**src/design/ubd_pkg.sv**
```systemverilog
// Shared types, constants and decode functions for the Unicode mark detector and decoder.
// Used by the front end, the back end and the top level; depends on nothing else.
`default_nettype none

package ubd_pkg;

  // Encoding in use for the current text.
  typedef enum logic [2:0] {
    ENC_ASCII   = 3'd0,
    ENC_UTF8    = 3'd1,
    ENC_UTF16BE = 3'd2,
    ENC_UTF16LE = 3'd3,
    ENC_UTF32BE = 3'd4,
    ENC_UTF32LE = 3'd5
  } enc_t;

  // Mode register codes that ask for mark detection.
  localparam logic [3:0] MODE_SIGNATURE = 4'd6;
  localparam logic [3:0] MODE_UTF16     = 4'd7;
  localparam logic [3:0] MODE_UTF32     = 4'd8;
  localparam logic [3:0] MODE_RESET     = MODE_SIGNATURE;

  // One chunk of assembled bytes handed from the front end to the back end.
  // Byte 0 sits in word[7:0]; bytes at or above fill are zero.
  typedef struct packed {
    logic [31:0] word;
    logic [2:0]  fill;
    enc_t        enc;
    logic        last;
  } job_t;

  // One result transaction.
  typedef struct packed {
    logic [20:0] code_point;
    logic        has_char;
    logic        end_of_text;
    enc_t        detected_encoding;
  } result_t;

  // Number of bytes the unit at the front of the word takes.
  function automatic logic [2:0] unit_need(enc_t enc, logic [31:0] word, logic [2:0] fill);
    logic [7:0] b0;
    logic [7:0] hi;
    logic [2:0] need;
    b0 = word[7:0];
    hi = (enc == ENC_UTF16BE) ? word[7:0] : word[15:8];
    case (enc)
      ENC_UTF8: begin
        if (b0 < 8'h80)      need = 3'd1;
        else if (b0 < 8'hE0) need = 3'd2;
        else if (b0 < 8'hF0) need = 3'd3;
        else                 need = 3'd4;
      end
      ENC_UTF16BE, ENC_UTF16LE: begin
        if (fill < 3'd2)                    need = 3'd2;
        else if (hi inside {[8'hD8:8'hDB]}) need = 3'd4;
        else                                need = 3'd2;
      end
      ENC_UTF32BE, ENC_UTF32LE: need = 3'd4;
      default: need = 3'd1;
    endcase
    return need;
  endfunction

  // Code point of the unit at the front of the word; zero means no character.
  function automatic logic [20:0] unit_value(enc_t enc, logic [31:0] word);
    logic [7:0]  b0, b1, b2, b3;
    logic [7:0]  hi, lo, hi2, lo2;
    logic [31:0] v32;
    logic [20:0] val;
    b0 = word[7:0];
    b1 = word[15:8];
    b2 = word[23:16];
    b3 = word[31:24];
    if (enc == ENC_UTF16BE) begin
      hi = b0; lo = b1; hi2 = b2; lo2 = b3;
    end else begin
      hi = b1; lo = b0; hi2 = b3; lo2 = b2;
    end
    v32 = (enc == ENC_UTF32BE) ? {b0, b1, b2, b3} : {b3, b2, b1, b0};
    case (enc)
      ENC_UTF8: begin
        if (b0 < 8'h80)      val = {13'd0, b0};
        else if (b0 < 8'hE0) val = {10'd0, b0[4:0], b1[5:0]};
        else if (b0 < 8'hF0) val = {5'd0, b0[3:0], b1[5:0], b2[5:0]};
        else if (b0 < 8'hF8) val = {b0[2:0], b1[5:0], b2[5:0], b3[5:0]};
        else                 val = 21'd0;
      end
      ENC_UTF16BE, ENC_UTF16LE: begin
        if (!(hi inside {[8'hD8:8'hDF]})) begin
          val = {5'd0, hi, lo};
        end else if ((hi inside {[8'hD8:8'hDB]}) && (hi2 inside {[8'hDC:8'hDF]})) begin
          // Surrogate pair: ten bits from each unit plus the supplementary offset.
          val = {1'b0, hi[1:0], lo, hi2[1:0], lo2} + 21'h10000;
        end else begin
          val = 21'd0;
        end
      end
      ENC_UTF32BE, ENC_UTF32LE: begin
        if (v32[31:24] == 8'h00 && v32[23:16] <= 8'h10) val = v32[20:0];
        else                                            val = 21'd0;
      end
      default: val = {13'd0, b0};
    endcase
    return val;
  endfunction

endpackage

`default_nettype wire

```
**src/design/ubd_fifo.sv**
```systemverilog
// Small first-word-fall-through queue of flip-flops, used for jobs and for results.
// Self-contained; DEPTH must be a power of two of at least two.
`default_nettype none

module ubd_fifo #(
  parameter int WIDTH = 8,
  parameter int DEPTH = 4
) (
  input  wire logic             clk,
  input  wire logic             rst,
  input  wire logic             push,
  input  wire logic [WIDTH-1:0] wdata,
  input  wire logic             pop,
  output logic      [WIDTH-1:0] rdata,
  output logic                  full,
  output logic                  empty
);

  localparam int AW = $clog2(DEPTH);
  localparam logic [AW:0] FULL_CNT = DEPTH[AW:0];

  logic [WIDTH-1:0] mem [DEPTH];
  logic [AW-1:0]    wr_ptr;
  logic [AW-1:0]    rd_ptr;
  logic [AW:0]      count;
  logic             do_push;
  logic             do_pop;

  // Status and head of the queue.
  assign full    = (count == FULL_CNT);
  assign empty   = (count == '0);
  assign rdata   = mem[rd_ptr];
  assign do_push = push && !full;
  assign do_pop  = pop && !empty;

  // Storage.
  always_ff @(posedge clk) begin
    if (do_push) begin
      mem[wr_ptr] <= wdata;
    end
  end

  // Pointers and occupancy.
  always_ff @(posedge clk) begin
    if (rst) begin
      wr_ptr <= '0;
      rd_ptr <= '0;
      count  <= '0;
    end else begin
      if (do_push) begin
        wr_ptr <= wr_ptr + AW'(1);
      end
      if (do_pop) begin
        rd_ptr <= rd_ptr + AW'(1);
      end
      if (do_push && !do_pop) begin
        count <= count + (AW+1)'(1);
      end else if (do_pop && !do_push) begin
        count <= count - (AW+1)'(1);
      end
    end
  end

endmodule

`default_nettype wire

```
**src/design/ubd_front.sv**
```systemverilog
// Front end: assembles incoming bytes, detects the byte-order mark and cuts jobs.
// Depends on ubd_pkg for the job type and the unit length function.
`default_nettype none

module ubd_front (
  input  wire logic          clk,
  input  wire logic          rst,
  input  wire logic          in_fire,
  input  wire logic [7:0]    data_byte,
  input  wire logic          last_byte,
  input  wire logic [3:0]    text_encoding,
  output logic               job_push,
  output ubd_pkg::job_t      job
);

  logic [31:0]       word;
  logic [1:0]        fill;
  ubd_pkg::enc_t     active_enc;
  logic              at_start;

  logic [31:0]       word_next;
  logic [1:0]        fill_next;
  ubd_pkg::enc_t     active_enc_next;
  logic              at_start_next;

  ubd_pkg::enc_t     enc_sel;
  logic              start_sel;
  logic [31:0]       app_word;
  logic [2:0]        app_fill;
  ubd_pkg::enc_t     det_enc;
  logic [2:0]        skip;
  logic [2:0]        drop;
  logic              detect;
  logic              hold_start;
  ubd_pkg::enc_t     dec_enc;
  logic [31:0]       dec_word;
  logic [2:0]        dec_fill;
  logic [2:0]        need;
  logic              complete;

  // Encoding choice, byte append and mark detection.
  always_comb begin
    enc_sel   = active_enc;
    start_sel = at_start;
    if (at_start && fill == 2'd0) begin
      if (text_encoding < ubd_pkg::MODE_SIGNATURE) begin
        enc_sel   = ubd_pkg::enc_t'(text_encoding[2:0]);
        start_sel = 1'b0;
      end else if (text_encoding > ubd_pkg::MODE_UTF32) begin
        enc_sel   = ubd_pkg::ENC_ASCII;
        start_sel = 1'b0;
      end
    end

    app_word = word | ({24'd0, data_byte} << {fill, 3'b000});
    app_fill = {1'b0, fill} + 3'd1;

    det_enc = ubd_pkg::ENC_ASCII;
    skip    = 3'd0;
    if (app_word[7:0] == 8'hEF && app_word[15:8] == 8'hBB && app_word[23:16] == 8'hBF) begin
      det_enc = ubd_pkg::ENC_UTF8;
      skip    = 3'd3;
    end else if (app_word[7:0] == 8'hFE && app_word[15:8] == 8'hFF) begin
      det_enc = ubd_pkg::ENC_UTF16BE;
      skip    = 3'd2;
    end else if (app_word[7:0] == 8'hFF && app_word[15:8] == 8'hFE) begin
      if (app_word[31:16] == 16'h0000 && text_encoding != ubd_pkg::MODE_UTF16) begin
        det_enc = ubd_pkg::ENC_UTF32LE;
        skip    = 3'd4;
      end else begin
        det_enc = ubd_pkg::ENC_UTF16LE;
        skip    = 3'd2;
      end
    end else if (app_word[15:0] == 16'h0000 && app_word[23:16] == 8'hFE &&
                 app_word[31:24] == 8'hFF) begin
      det_enc = ubd_pkg::ENC_UTF32BE;
      skip    = 3'd4;
    end

    detect     = start_sel && (app_fill == 3'd4 || last_byte);
    hold_start = start_sel && !detect;
    drop       = (skip > app_fill) ? app_fill : skip;

    if (detect) begin
      dec_enc  = det_enc;
      dec_word = app_word >> {drop, 3'b000};
      dec_fill = app_fill - drop;
    end else begin
      dec_enc  = enc_sel;
      dec_word = app_word;
      dec_fill = app_fill;
    end

    need     = ubd_pkg::unit_need(dec_enc, dec_word, dec_fill);
    complete = (dec_fill != 3'd0) && (dec_fill >= need);
  end

  // Job hand-off: a complete unit, or everything held at the end of a text.
  always_comb begin
    job_push = in_fire && !hold_start && (last_byte || complete);
    job      = '{word: dec_word, fill: dec_fill, enc: dec_enc, last: last_byte};
  end

  // Next state of the assembly buffer.
  always_comb begin
    word_next       = word;
    fill_next       = fill;
    active_enc_next = active_enc;
    at_start_next   = at_start;
    if (in_fire) begin
      active_enc_next = dec_enc;
      if (last_byte) begin
        word_next     = 32'd0;
        fill_next     = 2'd0;
        at_start_next = 1'b1;
      end else if (hold_start) begin
        word_next     = app_word;
        fill_next     = app_fill[1:0];
        at_start_next = 1'b1;
      end else if (complete) begin
        word_next     = 32'd0;
        fill_next     = 2'd0;
        at_start_next = 1'b0;
      end else begin
        word_next     = dec_word;
        fill_next     = dec_fill[1:0];
        at_start_next = 1'b0;
      end
    end
  end

  always_ff @(posedge clk) begin
    if (rst) begin
      word       <= 32'd0;
      fill       <= 2'd0;
      active_enc <= ubd_pkg::ENC_ASCII;
      at_start   <= 1'b1;
    end else begin
      word       <= word_next;
      fill       <= fill_next;
      active_enc <= active_enc_next;
      at_start   <= at_start_next;
    end
  end

`ifndef SYNTHESIS
  // Bytes beyond the fill level must stay zero, since detection reads them.
  assert property (@(posedge clk) disable iff (rst)
    (word >> {fill, 3'b000}) == 32'd0)
    else $error("front: stale byte above fill level");

  // The end of a text always rearms detection with an empty buffer.
  assert property (@(posedge clk) disable iff (rst)
    in_fire && last_byte |=> at_start && fill == 2'd0)
    else $error("front: buffer not cleared after end of text");
`endif

endmodule

`default_nettype wire

```
**src/design/ubd_back.sv**
```systemverilog
// Back end: decodes one unit per cycle from each job, unless the result queue is full, into result transactions.
// Depends on ubd_pkg for the job and result types and the decode functions.
`default_nettype none

module ubd_back (
  input  wire logic              clk,
  input  wire logic              rst,
  input  wire logic              job_empty,
  input  wire ubd_pkg::job_t     job,
  output logic                   job_pop,
  input  wire logic              res_full,
  output logic                   res_push,
  output ubd_pkg::result_t       res
);

  logic              busy;
  ubd_pkg::job_t     cur;
  logic              held_v;
  logic [20:0]       held_cp;
  logic              fin;

  logic              busy_next;
  ubd_pkg::job_t     cur_next;
  logic              held_v_next;
  logic [20:0]       held_cp_next;
  logic              fin_next;

  logic [2:0]        need;
  logic [20:0]       value;
  logic [2:0]        take;
  logic [2:0]        rest_fill;
  logic              cur_nz;
  logic              go;
  logic              final_step;
  logic              done;

  // One decode step on the front unit of the current job.
  always_comb begin
    need       = ubd_pkg::unit_need(cur.enc, cur.word, cur.fill);
    value      = ubd_pkg::unit_value(cur.enc, cur.word);
    take       = (need > cur.fill) ? cur.fill : need;
    rest_fill  = cur.fill - take;
    cur_nz     = (cur.fill != 3'd0) && (value != 21'd0);
    go         = busy && !res_full;
    final_step = (rest_fill == 3'd0);
  end

  // Result writes. At the end of a text the last character is held back so that
  // it can carry the end-of-text flag.
  always_comb begin
    res_push     = 1'b0;
    res          = '{code_point: value, has_char: 1'b1, end_of_text: 1'b0,
                     detected_encoding: cur.enc};
    cur_next     = cur;
    held_v_next  = held_v;
    held_cp_next = held_cp;
    fin_next     = fin;
    done         = 1'b0;

    if (go) begin
      if (fin) begin
        res_push    = 1'b1;
        res         = '{code_point: held_cp, has_char: 1'b1, end_of_text: 1'b1,
                        detected_encoding: cur.enc};
        held_v_next = 1'b0;
        fin_next    = 1'b0;
        done        = 1'b1;
      end else begin
        cur_next.word = cur.word >> {take, 3'b000};
        cur_next.fill = rest_fill;
        if (!cur.last) begin
          res_push = cur_nz;
          done     = final_step;
        end else if (!final_step) begin
          if (cur_nz) begin
            res_push     = held_v;
            res          = '{code_point: held_cp, has_char: 1'b1, end_of_text: 1'b0,
                             detected_encoding: cur.enc};
            held_cp_next = value;
            held_v_next  = 1'b1;
          end
        end else if (!held_v) begin
          // Last unit of the text and nothing held: it carries the flag itself,
          // or a bare end marker goes out.
          res_push = 1'b1;
          res      = '{code_point: cur_nz ? value : 21'd0, has_char: cur_nz,
                       end_of_text: 1'b1, detected_encoding: cur.enc};
          done     = 1'b1;
        end else if (!cur_nz) begin
          res_push    = 1'b1;
          res         = '{code_point: held_cp, has_char: 1'b1, end_of_text: 1'b1,
                          detected_encoding: cur.enc};
          held_v_next = 1'b0;
          done        = 1'b1;
        end else begin
          // Two characters remain: send the held one now and the last one in the closing step.
          res_push     = 1'b1;
          res          = '{code_point: held_cp, has_char: 1'b1, end_of_text: 1'b0,
                           detected_encoding: cur.enc};
          held_cp_next = value;
          fin_next     = 1'b1;
        end
      end
    end
  end

  // Job loading, overlapped with the final step of the previous job.
  always_comb begin
    job_pop   = !job_empty && (!busy || done);
    busy_next = busy;
    if (job_pop) begin
      busy_next = 1'b1;
    end else if (done) begin
      busy_next = 1'b0;
    end
  end

  always_ff @(posedge clk) begin
    if (rst) begin
      busy   <= 1'b0;
      held_v <= 1'b0;
      fin    <= 1'b0;
    end else begin
      busy   <= busy_next;
      held_v <= held_v_next;
      fin    <= fin_next;
    end
  end

  always_ff @(posedge clk) begin
    cur     <= job_pop ? job : cur_next;
    held_cp <= held_cp_next;
  end

`ifndef SYNTHESIS
  // A held character only exists while the end of a text is being decoded.
  assert property (@(posedge clk) disable iff (rst)
    held_v |-> busy && cur.last)
    else $error("back: held character outside an end-of-text job");

  // The closing cycle always has a held character to send.
  assert property (@(posedge clk) disable iff (rst)
    fin |-> held_v && cur.fill == 3'd0)
    else $error("back: closing cycle without a held character");
`endif

endmodule

`default_nettype wire

```
**src/design/unicode_bom_detect_and_decode_top.sv**
```systemverilog
// Unicode byte-order-mark detector and decoder: ASCII, UTF-8, UTF-16 and UTF-32.
// Takes one byte per cycle while the job queue is not full; a byte that completes a unit
// sends its result through the job queue, the back end's job register and the result queue.
// The back end decodes one unit per cycle while the result queue has room; the job queue absorbs
// the units of one byte (after mark detection or at the end of a text) and any end-of-text step.
// Synchronous reset empties both queues, clears the buffer and sets the mode to signature.
`default_nettype none

module unicode_bom_detect_and_decode_top #(
  parameter int JOB_DEPTH = 4,
  parameter int RES_DEPTH = 4
) (
  input  wire logic        clk,
  input  wire logic        rst,
  // Byte input.
  input  wire logic        push,
  output logic             full,
  input  wire logic [7:0]  data_byte,
  input  wire logic        last_byte,
  // Results.
  output logic             empty,
  input  wire logic        pop,
  output logic [20:0]      code_point,
  output logic             has_char,
  output logic             end_of_text,
  output logic [2:0]       detected_encoding,
  // Mode register write.
  input  wire logic        cfg_valid,
  output logic             cfg_ready,
  input  wire logic [3:0]  cfg_data
);

  localparam int JOB_W = $bits(ubd_pkg::job_t);
  localparam int RES_W = $bits(ubd_pkg::result_t);

  logic [3:0]          text_encoding;
  logic                in_fire;
  logic                job_push;
  ubd_pkg::job_t       job_w;
  logic [JOB_W-1:0]    job_rdata;
  logic                job_pop;
  logic                job_full;
  logic                job_empty;
  logic                res_push;
  ubd_pkg::result_t    res_w;
  logic [RES_W-1:0]    res_rdata;
  ubd_pkg::result_t    res_head;
  logic                res_full;

  // Mode register.
  assign cfg_ready = 1'b1;

  always_ff @(posedge clk) begin
    if (rst) begin
      text_encoding <= ubd_pkg::MODE_RESET;
    end else if (cfg_valid && cfg_ready) begin
      text_encoding <= cfg_data;
    end
  end

  // Input transaction.
  assign full    = job_full;
  assign in_fire = push && !full;

  ubd_front u_front (
    .clk           (clk),
    .rst           (rst),
    .in_fire       (in_fire),
    .data_byte     (data_byte),
    .last_byte     (last_byte),
    .text_encoding (text_encoding),
    .job_push      (job_push),
    .job           (job_w)
  );

  ubd_fifo #(
    .WIDTH (JOB_W),
    .DEPTH (JOB_DEPTH)
  ) u_job_q (
    .clk   (clk),
    .rst   (rst),
    .push  (job_push),
    .wdata (job_w),
    .pop   (job_pop),
    .rdata (job_rdata),
    .full  (job_full),
    .empty (job_empty)
  );

  ubd_back u_back (
    .clk       (clk),
    .rst       (rst),
    .job_empty (job_empty),
    .job       (ubd_pkg::job_t'(job_rdata)),
    .job_pop   (job_pop),
    .res_full  (res_full),
    .res_push  (res_push),
    .res       (res_w)
  );

  ubd_fifo #(
    .WIDTH (RES_W),
    .DEPTH (RES_DEPTH)
  ) u_res_q (
    .clk   (clk),
    .rst   (rst),
    .push  (res_push),
    .wdata (res_w),
    .pop   (pop),
    .rdata (res_rdata),
    .full  (res_full),
    .empty (empty)
  );

  // Result ports from the head of the result queue.
  assign res_head          = ubd_pkg::result_t'(res_rdata);
  assign code_point        = res_head.code_point;
  assign has_char          = res_head.has_char;
  assign end_of_text       = res_head.end_of_text;
  assign detected_encoding = res_head.detected_encoding;

endmodule

`default_nettype wire

```
**config.mk**
```make
export PLATFORM = sky130hd
export DESIGN_NAME = unicode_bom_detect_and_decode_top
export DESIGN_NICKNAME = d
export VERILOG_FILES = /design/src/design/ubd_pkg.sv /design/src/design/ubd_fifo.sv /design/src/design/ubd_front.sv /design/src/design/ubd_back.sv /design/src/design/unicode_bom_detect_and_decode_top.sv
export SDC_FILE = /design/constraint.sdc
export NUM_CORES = 1
export LEC_CHECK = 0
export BUFFER_PORTS_ARGS = -buffer_cell sky130_fd_sc_hd__buf_2
export CORE_AREA = 5 5 189 264
export CTS_BUF_LIST = sky130_fd_sc_hd__clkbuf_2 sky130_fd_sc_hd__clkbuf_4 sky130_fd_sc_hd__clkbuf_8
export DETAILED_ROUTE_END_ITERATION = 7
export DIE_AREA = 0 0 194 269
export HOLD_SLACK_MARGIN = 0.12
export PLACE_DENSITY = 0.65
export SKIP_LAST_GASP = 1
export SYNTH_ARGS = -nofsm -noshare
export SYNTH_HDL_FRONTEND = slang
export SYNTH_SLANG_ARGS = --single-unit
```
**constraint.sdc**
```tcl
create_clock -name clk -period 13.2 [get_ports clk]
set_clock_uncertainty 0.15 [all_clocks]
set_input_delay 1.98 -clock clk [delete_from_list [all_inputs] [get_ports clk]]
set_output_delay 1.98 -clock clk [all_outputs]
set_load 0.01 [all_outputs]
```
# Yosys cells after proc, flatten, opt, wreduce, memory -nomap -nowiden
# Memory sizes are Yosys's and may differ from the RTL's. A register that Yosys moved wholly into a read port is not among the register bits.
# Cells that the tools add are included.
totals:
  regBits: 119
  mem_bits_rw: 260
  in_bits: 18
  out_inout_bits: 29
  word_cells: 255
  mem_count: 2
op_classes:
  addsub: 12
  n_lt_le_gt_ge: 22
  eq_ne: 25
  n_shift: 3
  muxes: 102
  bitwise: 2
  n_reduce_logical: 68
memory_table:
  columns: ["memory", "words", "word_bits", "read_ports", "rd_ports_with_merged_regs", "wr", "line_no", "source"]
  rows:
  - ["u_job_q.mem", 4, 39, 1, 1, 1, "ubd_fifo.sv:22", "logic [WIDTH-1:0] mem [DEPTH];"]
  - ["u_res_q.mem", 4, 26, 1, 1, 1, "ubd_fifo.sv:22", null]
op_table:
  columns: ["op", "count"]
  rows:
  - ["$mux W21", 11]
  - ["$mux W32", 5]
  - ["$mux W26", 6]
  - ["$mux W3", 30]
  - ["$eq A8 B8 Y1 const B", 9]
  - ["$mux W35", 2]
  - ["$shr A32 B6 Y32", 2]
  - ["$pmux W21 S3", 1]
  - ["$lt A8 B8 Y1 const B", 7]
  - ["$mux W8", 5]
  - ["$mux W39", 1]
  - ["$le A8 B8 Y1 const B", 4]
  - ["$logic_not A16 Y1", 2]
  - ["$or A32 B32 Y32", 1]
  - ["$shl A8 B5 Y32", 1]
  - ["$logic_and A1 B1 Y1", 31]
  - ["$mux W1", 31]
  - ["$ge A8 B8 Y1 const B", 3]
  - ["$add A20 B17 Y21 const B", 1]
  - ["$eq A3 B3 Y1 const B", 7]
  - ["$reduce_bool A21 Y1", 1]
  - ["$pmux W3 S3", 2]
  - ["$mux W2", 7]
  - ["$eq A3 B2 Y1 const B", 4]
  - ["28 further kinds", 60]

# Longest topological paths before layout
# Gate-level depths: netlist (run 1).
depth:
  depth_word: 28
  ltp_mapped: 43

# Modules after synthesis
# A second synthesis (run 1) with hierarchy kept.
hier_totals:
  hier_cells: 1811
  hier_area_um2: 20886.3
modules_own_cells:
  columns: ["module", "instances", "cells_each", "area_per_inst_um2", "seq_area_each_um2"]
  rows:
  - ["ubd_back", 1, 783, 6478.7, 1861.8]
  - ["ubd_fifo (u_job_q)", 1, 251, 6080.8, 4864.7]
  - ["ubd_fifo (u_res_q)", 1, 184, 4245.3, 3303.2]
  - ["ubd_front", 1, 578, 3926.3, 760.7]
  - ["unicode_bom_detect_and_decode_top", 1, 15, 155.1, 80.1]

# Worst setup path before layout (run 1)
# OpenSTA, ideal clock, no wires.
synth_timing:
  path_type: "input to register"
  from: "in data_byte[4]"
  to: "mem u_job_q.mem[0][0] (netlist bit) (enable)"
  setup_ns: 0.400
  arrival_time_ns: 9.110
  t_required_ns: 12.650
  path_slack_ns: 3.539
  stages: 36
  path_buffers: 5
  cell_sequence: "buf_2 > o22a_1 > o21ai_1 > or4_4 > nand3b_1 > or3_1 > clkbuf_1 > nand2_1 > ha_1 > nor2b_1 > o21ai_0 > nor2_1 > nor4_1 > a41o_2 > nor2_4 > clkinv_2 > buf_2 > ha_1 > inv_1 > fa_1 > mux2i_1 > and2_1 > a211oi_1 > nand2_1 > a311oi_1 > nand4_1 > o31a_1 > a32oi_1 > ha_1 > a21o_1 > a21o_1 > o21a_1 > buf_2 > o21a_1 > clkbuf_1 > and2_1"
synth_via:
  elab_chain_cells: 26
  elab_cells_between_ends: 65
  classes_between: "add/sub: 1; order compare: 8; eq/ne: 14; shift: 2; mux: 22; bitwise: 1; reduce/logical: 17"
synth_lines:
  columns: ["item", "line_no", "source"]
  rows:
  - ["start: declaration", "unicode_bom_detect_and_decode_top.sv:18", "input wire logic [7:0] data_byte,"]
  - ["$shl A8 B5 Y32 *", "ubd_front.sv:55", "app_word = word | ({24'd0, data_byte} << {fill, 3'b000});"]
  - ["$or A32 B32 Y32 *", "ubd_front.sv:55", null]
  - ["$logic_not A16 Y1 / $eq A8 B8 Y1 (equally long branches)", "ubd_front.sv:74", "end else if (app_word[15:0] == 16'h0000 && app_word[23:16] == 8'hFE &&"]
  - ["$logic_and A1 B1 Y1 (2 in series)", "ubd_front.sv:74", null]
  - ["$mux W3", "ubd_front.sv:74", null]
  - ["$mux W3", "ubd_front.sv:66", "end else if (app_word[7:0] == 8'hFF && app_word[15:8] == 8'hFE) begin"]
  - ["$mux W3", "ubd_front.sv:63", "end else if (app_word[7:0] == 8'hFE && app_word[15:8] == 8'hFF) begin"]
  - ["$mux W3", "ubd_front.sv:60", "if (app_word[7:0] == 8'hEF && app_word[15:8] == 8'hBB && app_word[23:16] == 8'hBF) begin"]
  - ["[... 10 more ...]", null, null]
  - ["$ge A3 B3 Y1", "ubd_front.sv:95", "complete = (dec_fill != 3'd0) && (dec_fill >= need);"]
  - ["$logic_and A1 B1 Y1 *", "ubd_front.sv:95", null]
  - ["$logic_or A1 B1 Y1 *", "ubd_front.sv:100", "job_push = in_fire && !hold_start && (last_byte || complete);"]
  - ["$logic_and A1 B1 Y1 *", "ubd_front.sv:100", null]
  - ["$logic_and A1 B1 Y1 *", "ubd_fifo.sv:33", "assign do_push = push && !full;"]
  - ["via u_job_q.do_push", "ubd_fifo.sv:26", "logic do_push;"]
  - ["$mux W1 *", "ubd_fifo.sv:38", "if (do_push) begin"]
  - ["$mux W1 (not written as such) *", "ubd_fifo.sv:39", "mem[wr_ptr] <= wdata;"]
  - ["end: declaration", "ubd_fifo.sv:22", null]
# Mark *: on every way through the listed nets, which the timed path passes. The rest lies on a longest branch.

# Worst setup path after layout (run 1)
layout_timing:
  from: "in data_byte[2]"
  to: "reg u_job_q.count[2]"
layout_via:
  elab_chain_cells: 27
  elab_cells_between_ends: 68
  classes_between: "add/sub: 1; order compare: 8; eq/ne: 14; shift: 2; mux: 21; bitwise: 1; reduce/logical: 21"
layout_lines:
  columns: ["item", "line_no", "source"]
  rows:
  - ["$shl A8 B5 Y32 *", "ubd_front.sv:55", null]
  - ["$or A32 B32 Y32 *", "ubd_front.sv:55", null]
  - ["$logic_not A16 Y1 / $eq A8 B8 Y1 (equally long branches)", "ubd_front.sv:74", null]
  - ["$logic_and A1 B1 Y1 (2 in series)", "ubd_front.sv:74", null]
  - ["$mux W3", "ubd_front.sv:74", null]
  - ["$mux W3", "ubd_front.sv:66", null]
  - ["$mux W3", "ubd_front.sv:63", null]
  - ["$mux W3", "ubd_front.sv:60", null]
  - ["[... 10 more ...]", null, null]
  - ["$ge A3 B3 Y1", "ubd_front.sv:95", null]
  - ["$logic_and A1 B1 Y1 *", "ubd_front.sv:95", null]
  - ["$logic_or A1 B1 Y1 *", "ubd_front.sv:100", null]
  - ["$logic_and A1 B1 Y1 *", "ubd_front.sv:100", null]
  - ["$logic_and A1 B1 Y1 *", "ubd_fifo.sv:33", null]
  - ["$logic_not A1 Y1", "ubd_fifo.sv:58", "end else if (do_pop && !do_push) begin"]
  - ["$logic_and A1 B1 Y1", "ubd_fifo.sv:58", null]
  - ["$reduce_bool A2 Y1 (no line)", null, null]
  - ["end signal: assignment", "ubd_fifo.sv:57", "count <= count + (AW+1)'(1);"]
  - ["end signal: assignment", "ubd_fifo.sv:59", "count <= count - (AW+1)'(1);"]
  - ["end: declaration", "ubd_fifo.sv:25", "logic [AW:0] count;"]
# Mark *: on every way between the ends. The rest lies on a longest branch, timed or not.
# A chain may end at the register's enable or synchronous reset.

==> metrics.csv, run 1 <==
metric,value,unit
Die H,269,um
area delta synth->final,9.618,%
post-synth top area share,0.4797,
# DRC,0,
Nets,1787,
worst vdd ir,0.0001723,V
row count,95,
vias in the first global route,14876,
drt via density,6.073,
Non-Filler Instances,2417,
Synth area leader,edfxtp_1,
Final Wtd Congestion,0.9765,
latest clock arrival within the worst-skew pair,680,ps
asr flop ratio synth,0,
Num CTS Buffers,55,
GRT Total Usage,0.2147,
Comb pwr share,0.447,
Setup CP Type,input pin to flip-flop,
Unique masters post-synth,104,
setup ws final,2922,ps
syn_nets,1784,
mean post-synth cell area,11.53,sq um
Post-CTS Setup Bufs,0,
Max Fclk,97.29,MHz
Tcrit/Tclk final,0.7787,
DRT iter0 DRCs,1216,
clk buf depth,3,
post_cts resized,0,
Worst slew margin,0.1637,
# Max-Cap Violations,0,
NetSw,0.002285,W
# setup viols final,0,
placed insts,2313,
DR pass1 iterations,6,
routed length per placed instance,23.54,um
Netlist Area Pre-Place,20030,sq um
Synth Register Bits,383,
pin count of the biggest net entering global routing,78,
Flop pwr share,0.367,
"EDFF count, synth",320,
Switching Fraction,0.4192,
Internal,0.003166,W
static leakage,7.639,nW
num ports,47,
DRT antenna net count,0,
"Seq/Total Area, Yosys",0.5426,
final WL,56.90,mm
most numerous cell on the critical path,ha_1,
CTS root buffer,clkbuf_8,
grt total ovfl,0,
DIE WIDTH,194,um
hold_ws,330.0,ps
count of final hold-check violations,0,
CTS tree,done,
Critical Path RT,13630,ps
port bufs,45,
CP Max Fanout,15,
setup TNS,0,ps
status,completed,
hpwl dp,40.48,mm
Power Density,248.2,nW/um^2
"Slew Viols, Final",0,
Placement Setup Slack,2327,ps
Slew @ Worst Pin,1246,ps
min Tclk post-route,10280,ps
total die area,52190,sq um
cell types occupying the most area after synthesis,"edfxtp_1 (48%), mux4_2 (7.3%), dfxtp_1 (6.3%)",
ys flop type,edfxtp_1,
Worst Setup Start Kind,input pin,
vias,14678,
initial antenna violation count,0,
crit path max-delay cell type,a2111oi_0,
worst hold-check path type,flip-flop to flip-flop,
Worst Path Arrival,10710,ps
Cells after Synth,1737,
CTS Sinks,383,
CTS Hold Bufs,0,
H-tree level count,2,
clock group share of total power,0.185,
max incr delay on CP,770,ps
CORE AREA,47430,sq um
yosys warns,0,
Filler Cell Count,4315,
Ant. Diodes,0,
first-pass GRT wire length,88.23,mm
initial core utilization,0.4224,
RSZ-0062 raised after global routing,false,
Worst-path clk slew,70,ps
share of post-route cells with drive strength above 1,0.1673,
endpoint type of the worst setup path,flip-flop,
## kinds of logic after synthesis
kind of cell | count (synthesis) | synth area share
AO/OA/AOI/OAI | 469 | 0.1585
XOR/XNOR | 13 | 0.005684
adder cells (fa/ha/maj) | 30 | 0.02011
buffers and inverters | 186 | 0.03897
flip-flops | 383 | 0.5426
multiplexers | 133 | 0.1079
other | 1 | 0.0001872
AND/OR/NAND/NOR | 522 | 0.1260
## metrics by stage
step | total power, W | utilization | instance area (sq um)
after floorplan | 0.003693 | - | 20030
after detailed placement | 0.004462 | 0.4375 | 20750
final | 0.005450 | 0.4630 | 21960
after global routing | 0.005802 | 0.4630 | 21960
after CTS | 0.005480 | 0.4630 | 21960
after global placement | 0.004402 | 0.4375 | 20750
## flip-flops by register name, indices dropped and copies added (netlist names), named ones only
| register | count |
|---|---|
| u_job_q.mem | 156 |
| u_res_q.mem | 104 |
| u_back.cur | 39 |
| u_front.word | 32 |
| u_back.held_cp | 21 |
| text_encoding | 4 |
| u_front.active_enc | 3 |
| u_job_q.count | 3 |
| u_res_q.count | 3 |
| u_front.fill | 2 |
| u_job_q.rd_ptr | 2 |
| u_job_q.wr_ptr | 2 |
| u_res_q.rd_ptr | 2 |
| u_res_q.wr_ptr | 2 |
| u_back.busy | 1 |
| u_back.fin | 1 |
| u_back.held_v | 1 |
| u_front.at_start | 1 |
## critical path: cells and delay by family
family                     cells  cell delay (ps)
muxes                          1              110
AOI/OAI and AO/OA             13             3820
and+or+nand+nor               10             2530
adders and majority gates      6             1440
buffers and inverters          4              630
xor gates and xnor gates       1              170
## layout make-up
class                           instances  area, sq um  area share
Tap cell                              630        788.3     0.03590
Timing Repair Buffer                   77        465.4     0.02120
Multi-Input combinational cell       1168         8414      0.3832
Clock inverter                         20        205.2    0.009344
Clock buffer                           84         1006     0.04581
Inverter                               55        207.7    0.009458
Sequential cell                       383        10870      0.4951
## cell usage in the layout, fill, tap and decap left out, types with 25 or more instances in the layout
master,Yosys,final
a21oi_1,115,115
buf_2,25,45
buf_4,7,32
clkbuf_8,0,60
dfxtp_1,63,61
edfxtp_1,320,320
ha_1,25,25
inv_1,53,53
mux2i_1,56,56
mux4_2,65,65
nand2_1,169,169
nor2_1,150,150
o21ai_0,64,64
o22ai_1,28,28
o31ai_1,30,30
## cells in the mapped netlist (all sizes together) (8+ instances only)
master and n:
a22oi 25, a211oi 10, a221oi 17, mux2i 57, a21boi 8, clkbuf 91
nor3 23, nor4 15, a2bb2oi 10, a21o 14, dfxtp 63, mux4 65
and2 24, a21oi 117, nand2 171, o22ai 29, ha 25, o2bb2ai 9
nor2 153, nand2b 10, o31ai 30, a22o 11, nand3 25, inv 54
mux2 11, edfxtp 320, a31oi 19, nor2b 13, and3 13, buf 40
or4 10, or3 15, nand4 12, o21ai 90
## power groups by stage
stage | registers (W) | logic, W | clock network [W]
2_1_floorplan | 0.00185 | 0.00184 | 0
6_report | 0.00200 | 0.00244 | 0.00101
5_1_grt | 0.00202 | 0.00268 | 0.00110
3_3_place_gp | 0.00201 | 0.00239 | 0
3_5_place_dp | 0.00202 | 0.00244 | 0
4_1_cts | 0.00200 | 0.00245 | 0.00104
## routing by layer
layer | part of all wire | up-vias | wire, um | GRT usage
met5 | 0 | - | 0 | 0
met3 | 0.046 | 209 | 2601 | 0.02825
met2 | 0.51 | 541 | 29010 | 0.3800
met1 | 0.37 | 7235 | 20960 | 0.2429
li1 | - | 6693 | - | -
met4 | 0.076 | 0 | 4332 | 0.1460
## final timing paths
| check | start | endpoint | slack, ps | depth (start not counted) |
|---|---|---|---|---|
| worst max register to register | u_front.fill[0] | u_job_q.count[2] | 3220 | 36 |
| worst min register to register | u_front.active_enc[1] | u_front.active_enc[1] | 330 | 2 |
| worst min-delay path | u_front.active_enc[1] | u_front.active_enc[1] | 330 | 2 |
| worst max-delay path | data_byte[2] | u_job_q.count[2] | 2920 | 35 |
Note: power is estimated with default switching activity, not from simulation.
==> run 2, diff against run 1 <==
ABC_AREA = 1   (was unset)
CORE_AREA = 5 5 194 270   (was 5 5 189 264)
DIE_AREA = 0 0 199 275   (was 0 0 194 269)
PLACE_DENSITY = 0.67   (was 0.65)
clock period = 8.3 ns   (was 13.2 ns; I/O delays follow)
==> run 2 against run 1 <==
Compared with the run above: utilization is 0.097 points higher; die area up 4.9%; synthesized area is 5.2% higher; critical path type is now flip-flop to flip-flop.
==> metrics.csv, run 2 <==
metric,value,unit,change
CORE AREA,49760,sq um,was 47430 sq um
worst vdd ir,0.0002954,V,was 0.0001723 V
setup TNS,0,ps,unchanged
DR pass1 iterations,6,,unchanged
Unique masters post-synth,61,,was 104
initial core utilization,0.4236,,was 0.4224
latest clock arrival within the worst-skew pair,700,ps,was 680 ps
drt via density,5.713,,was 6.073
routed length per placed instance,20.40,um,was 23.54 um
grt total ovfl,0,,unchanged
min Tclk post-route,7328,ps,
clk buf depth,3,,unchanged
most frequent cells in the layout,"nand2_1 (525), edfxtp_1 (320), nor2_1 (270), o21ai_0 (264), inv_1 (236)",,"was edfxtp_1 (320), nand2_1 (169), nor2_1 (150), a21oi_1 (115), mux4_2 (65)"
# DRC,0,,unchanged
endpoint type of the worst setup path,flip-flop,,unchanged
pin count of the biggest net entering global routing,80,,was 78
"Seq/Total Area, Yosys",0.5158,,was 0.5426
most frequent cell after synthesis,nand2_1,,was edfxtp_1
static leakage,9.042,nW,was 7.639 nW
Post-CTS Setup Bufs,0,,unchanged
mean post-synth cell area,8.441,sq um,was 11.53 sq um
Tot Pwr,0.01034,W,was 0.005450 W
Die H,275,um,was 269 um
placed insts,3087,,was 2313
DRT antenna net count,0,,unchanged
DRT iter0 DRCs,1549,,was 1216
Slew @ Worst Pin,1163,ps,was 1246 ps
Final Wtd Congestion,0.9759,,was 0.9765
"Slew Viols, Final",0,,unchanged
total die area,54730,sq um,was 52190 sq um
count of final hold-check violations,0,,unchanged
DIE WIDTH,199,um,was 194 um
vias in the first global route,17851,,was 14876
Largest regs,"u_job_q.mem: 156 flops, u_res_q.mem: 104 flops, u_back.cur: 39 flops",,unchanged
worst hold-check path type,flip-flop to flip-flop,,unchanged
"commonest non-fill, non-tap cell in the layout",nand2_1,,was edfxtp_1
Worst Path Arrival,7460,ps,was 10710 ps
# setup viols final,0,,unchanged
initial antenna violation count,1,,was 0
port bufs,45,,unchanged
Setup CP Type,flip-flop to flip-flop,,was input pin to flip-flop
RSZ-0062 raised after global routing,false,,unchanged
CTS root buffer,clkbuf_8,,unchanged
vias,18287,,was 14678
status,completed,,unchanged
H-tree level count,2,,unchanged
Non-Filler Instances,3201,,was 2417
# Max-Cap Violations,0,,unchanged
CTS tree,done,,unchanged
Worst-path clk slew,60,ps,was 70 ps
cell types occupying the most area after synthesis,"edfxtp_1 (46%), nand2_1 (9.3%), o21ai_0 (6.3%)",,"was edfxtp_1 (48%), mux4_2 (7.3%), dfxtp_1 (6.3%)"
num ports,47,,unchanged
area delta synth->final,9.546,%,was 9.618%
Max Fclk,136.5,MHz,
"EDFF count, synth",320,,unchanged
Critical Path RT,8430,ps,was 13630 ps
ys flop type,edfxtp_1,,unchanged
yosys warns,0,,unchanged
Num CTS Buffers,60,,was 55
share of post-route cells with drive strength above 1,0.1048,,was 0.1673
CP Max Fanout,39,,was 15
Tcrit/Tclk final,0.8829,,
hpwl dp,46.06,mm,was 40.48 mm
final WL,65.31,mm,was 56.90 mm
Power Density,448.0,nW/um^2,was 248.2 nW/um^2
post-synth top area share,0.4559,,was 0.4797
GRT Total Usage,0.2342,,was 0.2147
post_cts resized,0,,unchanged
Worst Setup Start Kind,flip-flop,,was input pin
asr flop ratio synth,0,,unchanged
first-pass GRT wire length,101.0,mm,was 88.23 mm
max FFs per register,156,,unchanged
Netlist Area Pre-Place,21080,sq um,was 20030 sq um
Filler Cell Count,4831,,was 4315
crit path max-delay cell type,o21ai_1,,was a2111oi_0
Worst slew margin,0.2249,,was 0.1637
Cells after Synth,2497,,was 1737
Post-synth top cells,"nand2_1 (525), edfxtp_1 (320), nor2_1 (279), o21ai_0 (264), inv_1 (237)",,"was edfxtp_1 (320), nand2_1 (169), nor2_1 (150), a21oi_1 (115), clkbuf_1 (90)"
CTS Hold Bufs,0,,unchanged
Top reg by flops,u_job_q.mem,,unchanged
Synth area leader,edfxtp_1,,unchanged
row count,97,,was 95
syn_nets,2544,,was 1784
Synth Register Bits,383,,unchanged
max incr delay on CP,570,ps,was 770 ps
CTS Sinks,383,,unchanged
Nets,2553,,was 1787
-- run 2: cell types whose count changed after synthesis, sizes merged, moves of 70 or more --
cell and delta:
inv +203, nand2 +372, nand3 +124, nor2 +130, o21ai +240, o22ai +70
-- run 2: per-stage QoR --
| step | setup WS [ps] | util | cell area (sq um) | hold slack (ps) |
|---|---|---|---|---|
| final | 972.1 | 0.4640 | 23090 | 312.7 |
| after floorplan | 634.0 | - | 21080 | 286.4 |
| after global routing | 578.6 | 0.4640 | 23090 | 331.7 |
| after detailed placement | 690.6 | 0.4386 | 21820 | 304.6 |
| after global placement | 869.1 | 0.4386 | 21820 | 298.1 |
| after CTS | 1123 | 0.4639 | 23090 | 314.8 |
-- run 2: cell families after synthesis --
family                   share of synthesized area
AO/OA/AOI/OAI                               0.1790
XOR/XNOR                                  0.002078
other                                    0.0001779
buffers and inverters                      0.07765
multiplexers                             0.0004749
flip-flops                                  0.5158
adder cells (fa/ha/maj)                    0.01864
AND/OR/NAND/NOR                             0.2062
-- run 2: final cells by class --
class | instances | area (sq um) | share of cell area
Antenna cell | 1 | 2.502 | 0.0001084
Clock buffer | 89 | 1069 | 0.04628
Clock inverter | 24 | 193.9 | 0.008400
Inverter | 262 | 988.4 | 0.04281
Multi-Input combinational cell | 1716 | 8623 | 0.3735
Sequential cell | 383 | 10870 | 0.4709
Tap cell | 643 | 804.5 | 0.03485
Timing Repair Buffer | 83 | 535.5 | 0.02319
-- run 2: final timing paths --
path	from	end	slack, ps	cells after the start
min reg2reg	u_front.word[8]	u_front.word[8]	310	2
max	u_front.fill[1]	u_job_q.mem[2][34]	970	32
min	u_front.word[8]	u_front.word[8]	310	2
max reg2reg	u_front.fill[1]	u_job_q.mem[2][34]	970	32
-- run 2: worst max-delay path, delay by kind of cell, from the launching register on --
family | cells | cell delay [ps]
adders and majority gates | 3 | 890
buffers and inverters | 7 | 1770
DFF | 1 | 300
and+or+nand+nor | 17 | 2420
AOI/OAI and AO/OA | 5 | 1310
-- run 2: per-layer routing --
metal	part of all wire	vias to the layer above	global-route usage
li1	-	8666	-
met1	0.37	8702	0.2598
met2	0.52	685	0.4233
met3	0.047	234	0.03087
met4	0.067	0	0.1415
met5	0	-	0
-- run 2: power by group --
part | internal (W) | switching [W] | total, W | leakage, nW
sequential | 0.00293 | 0.000305 | 0.00324 | 3.55
clock | 0.000896 | 0.000764 | 0.00166 | 0.680
combinational | 0.00150 | 0.00395 | 0.00544 | 4.81
total | 0.00533 | 0.00502 | 0.0103 | 9.04
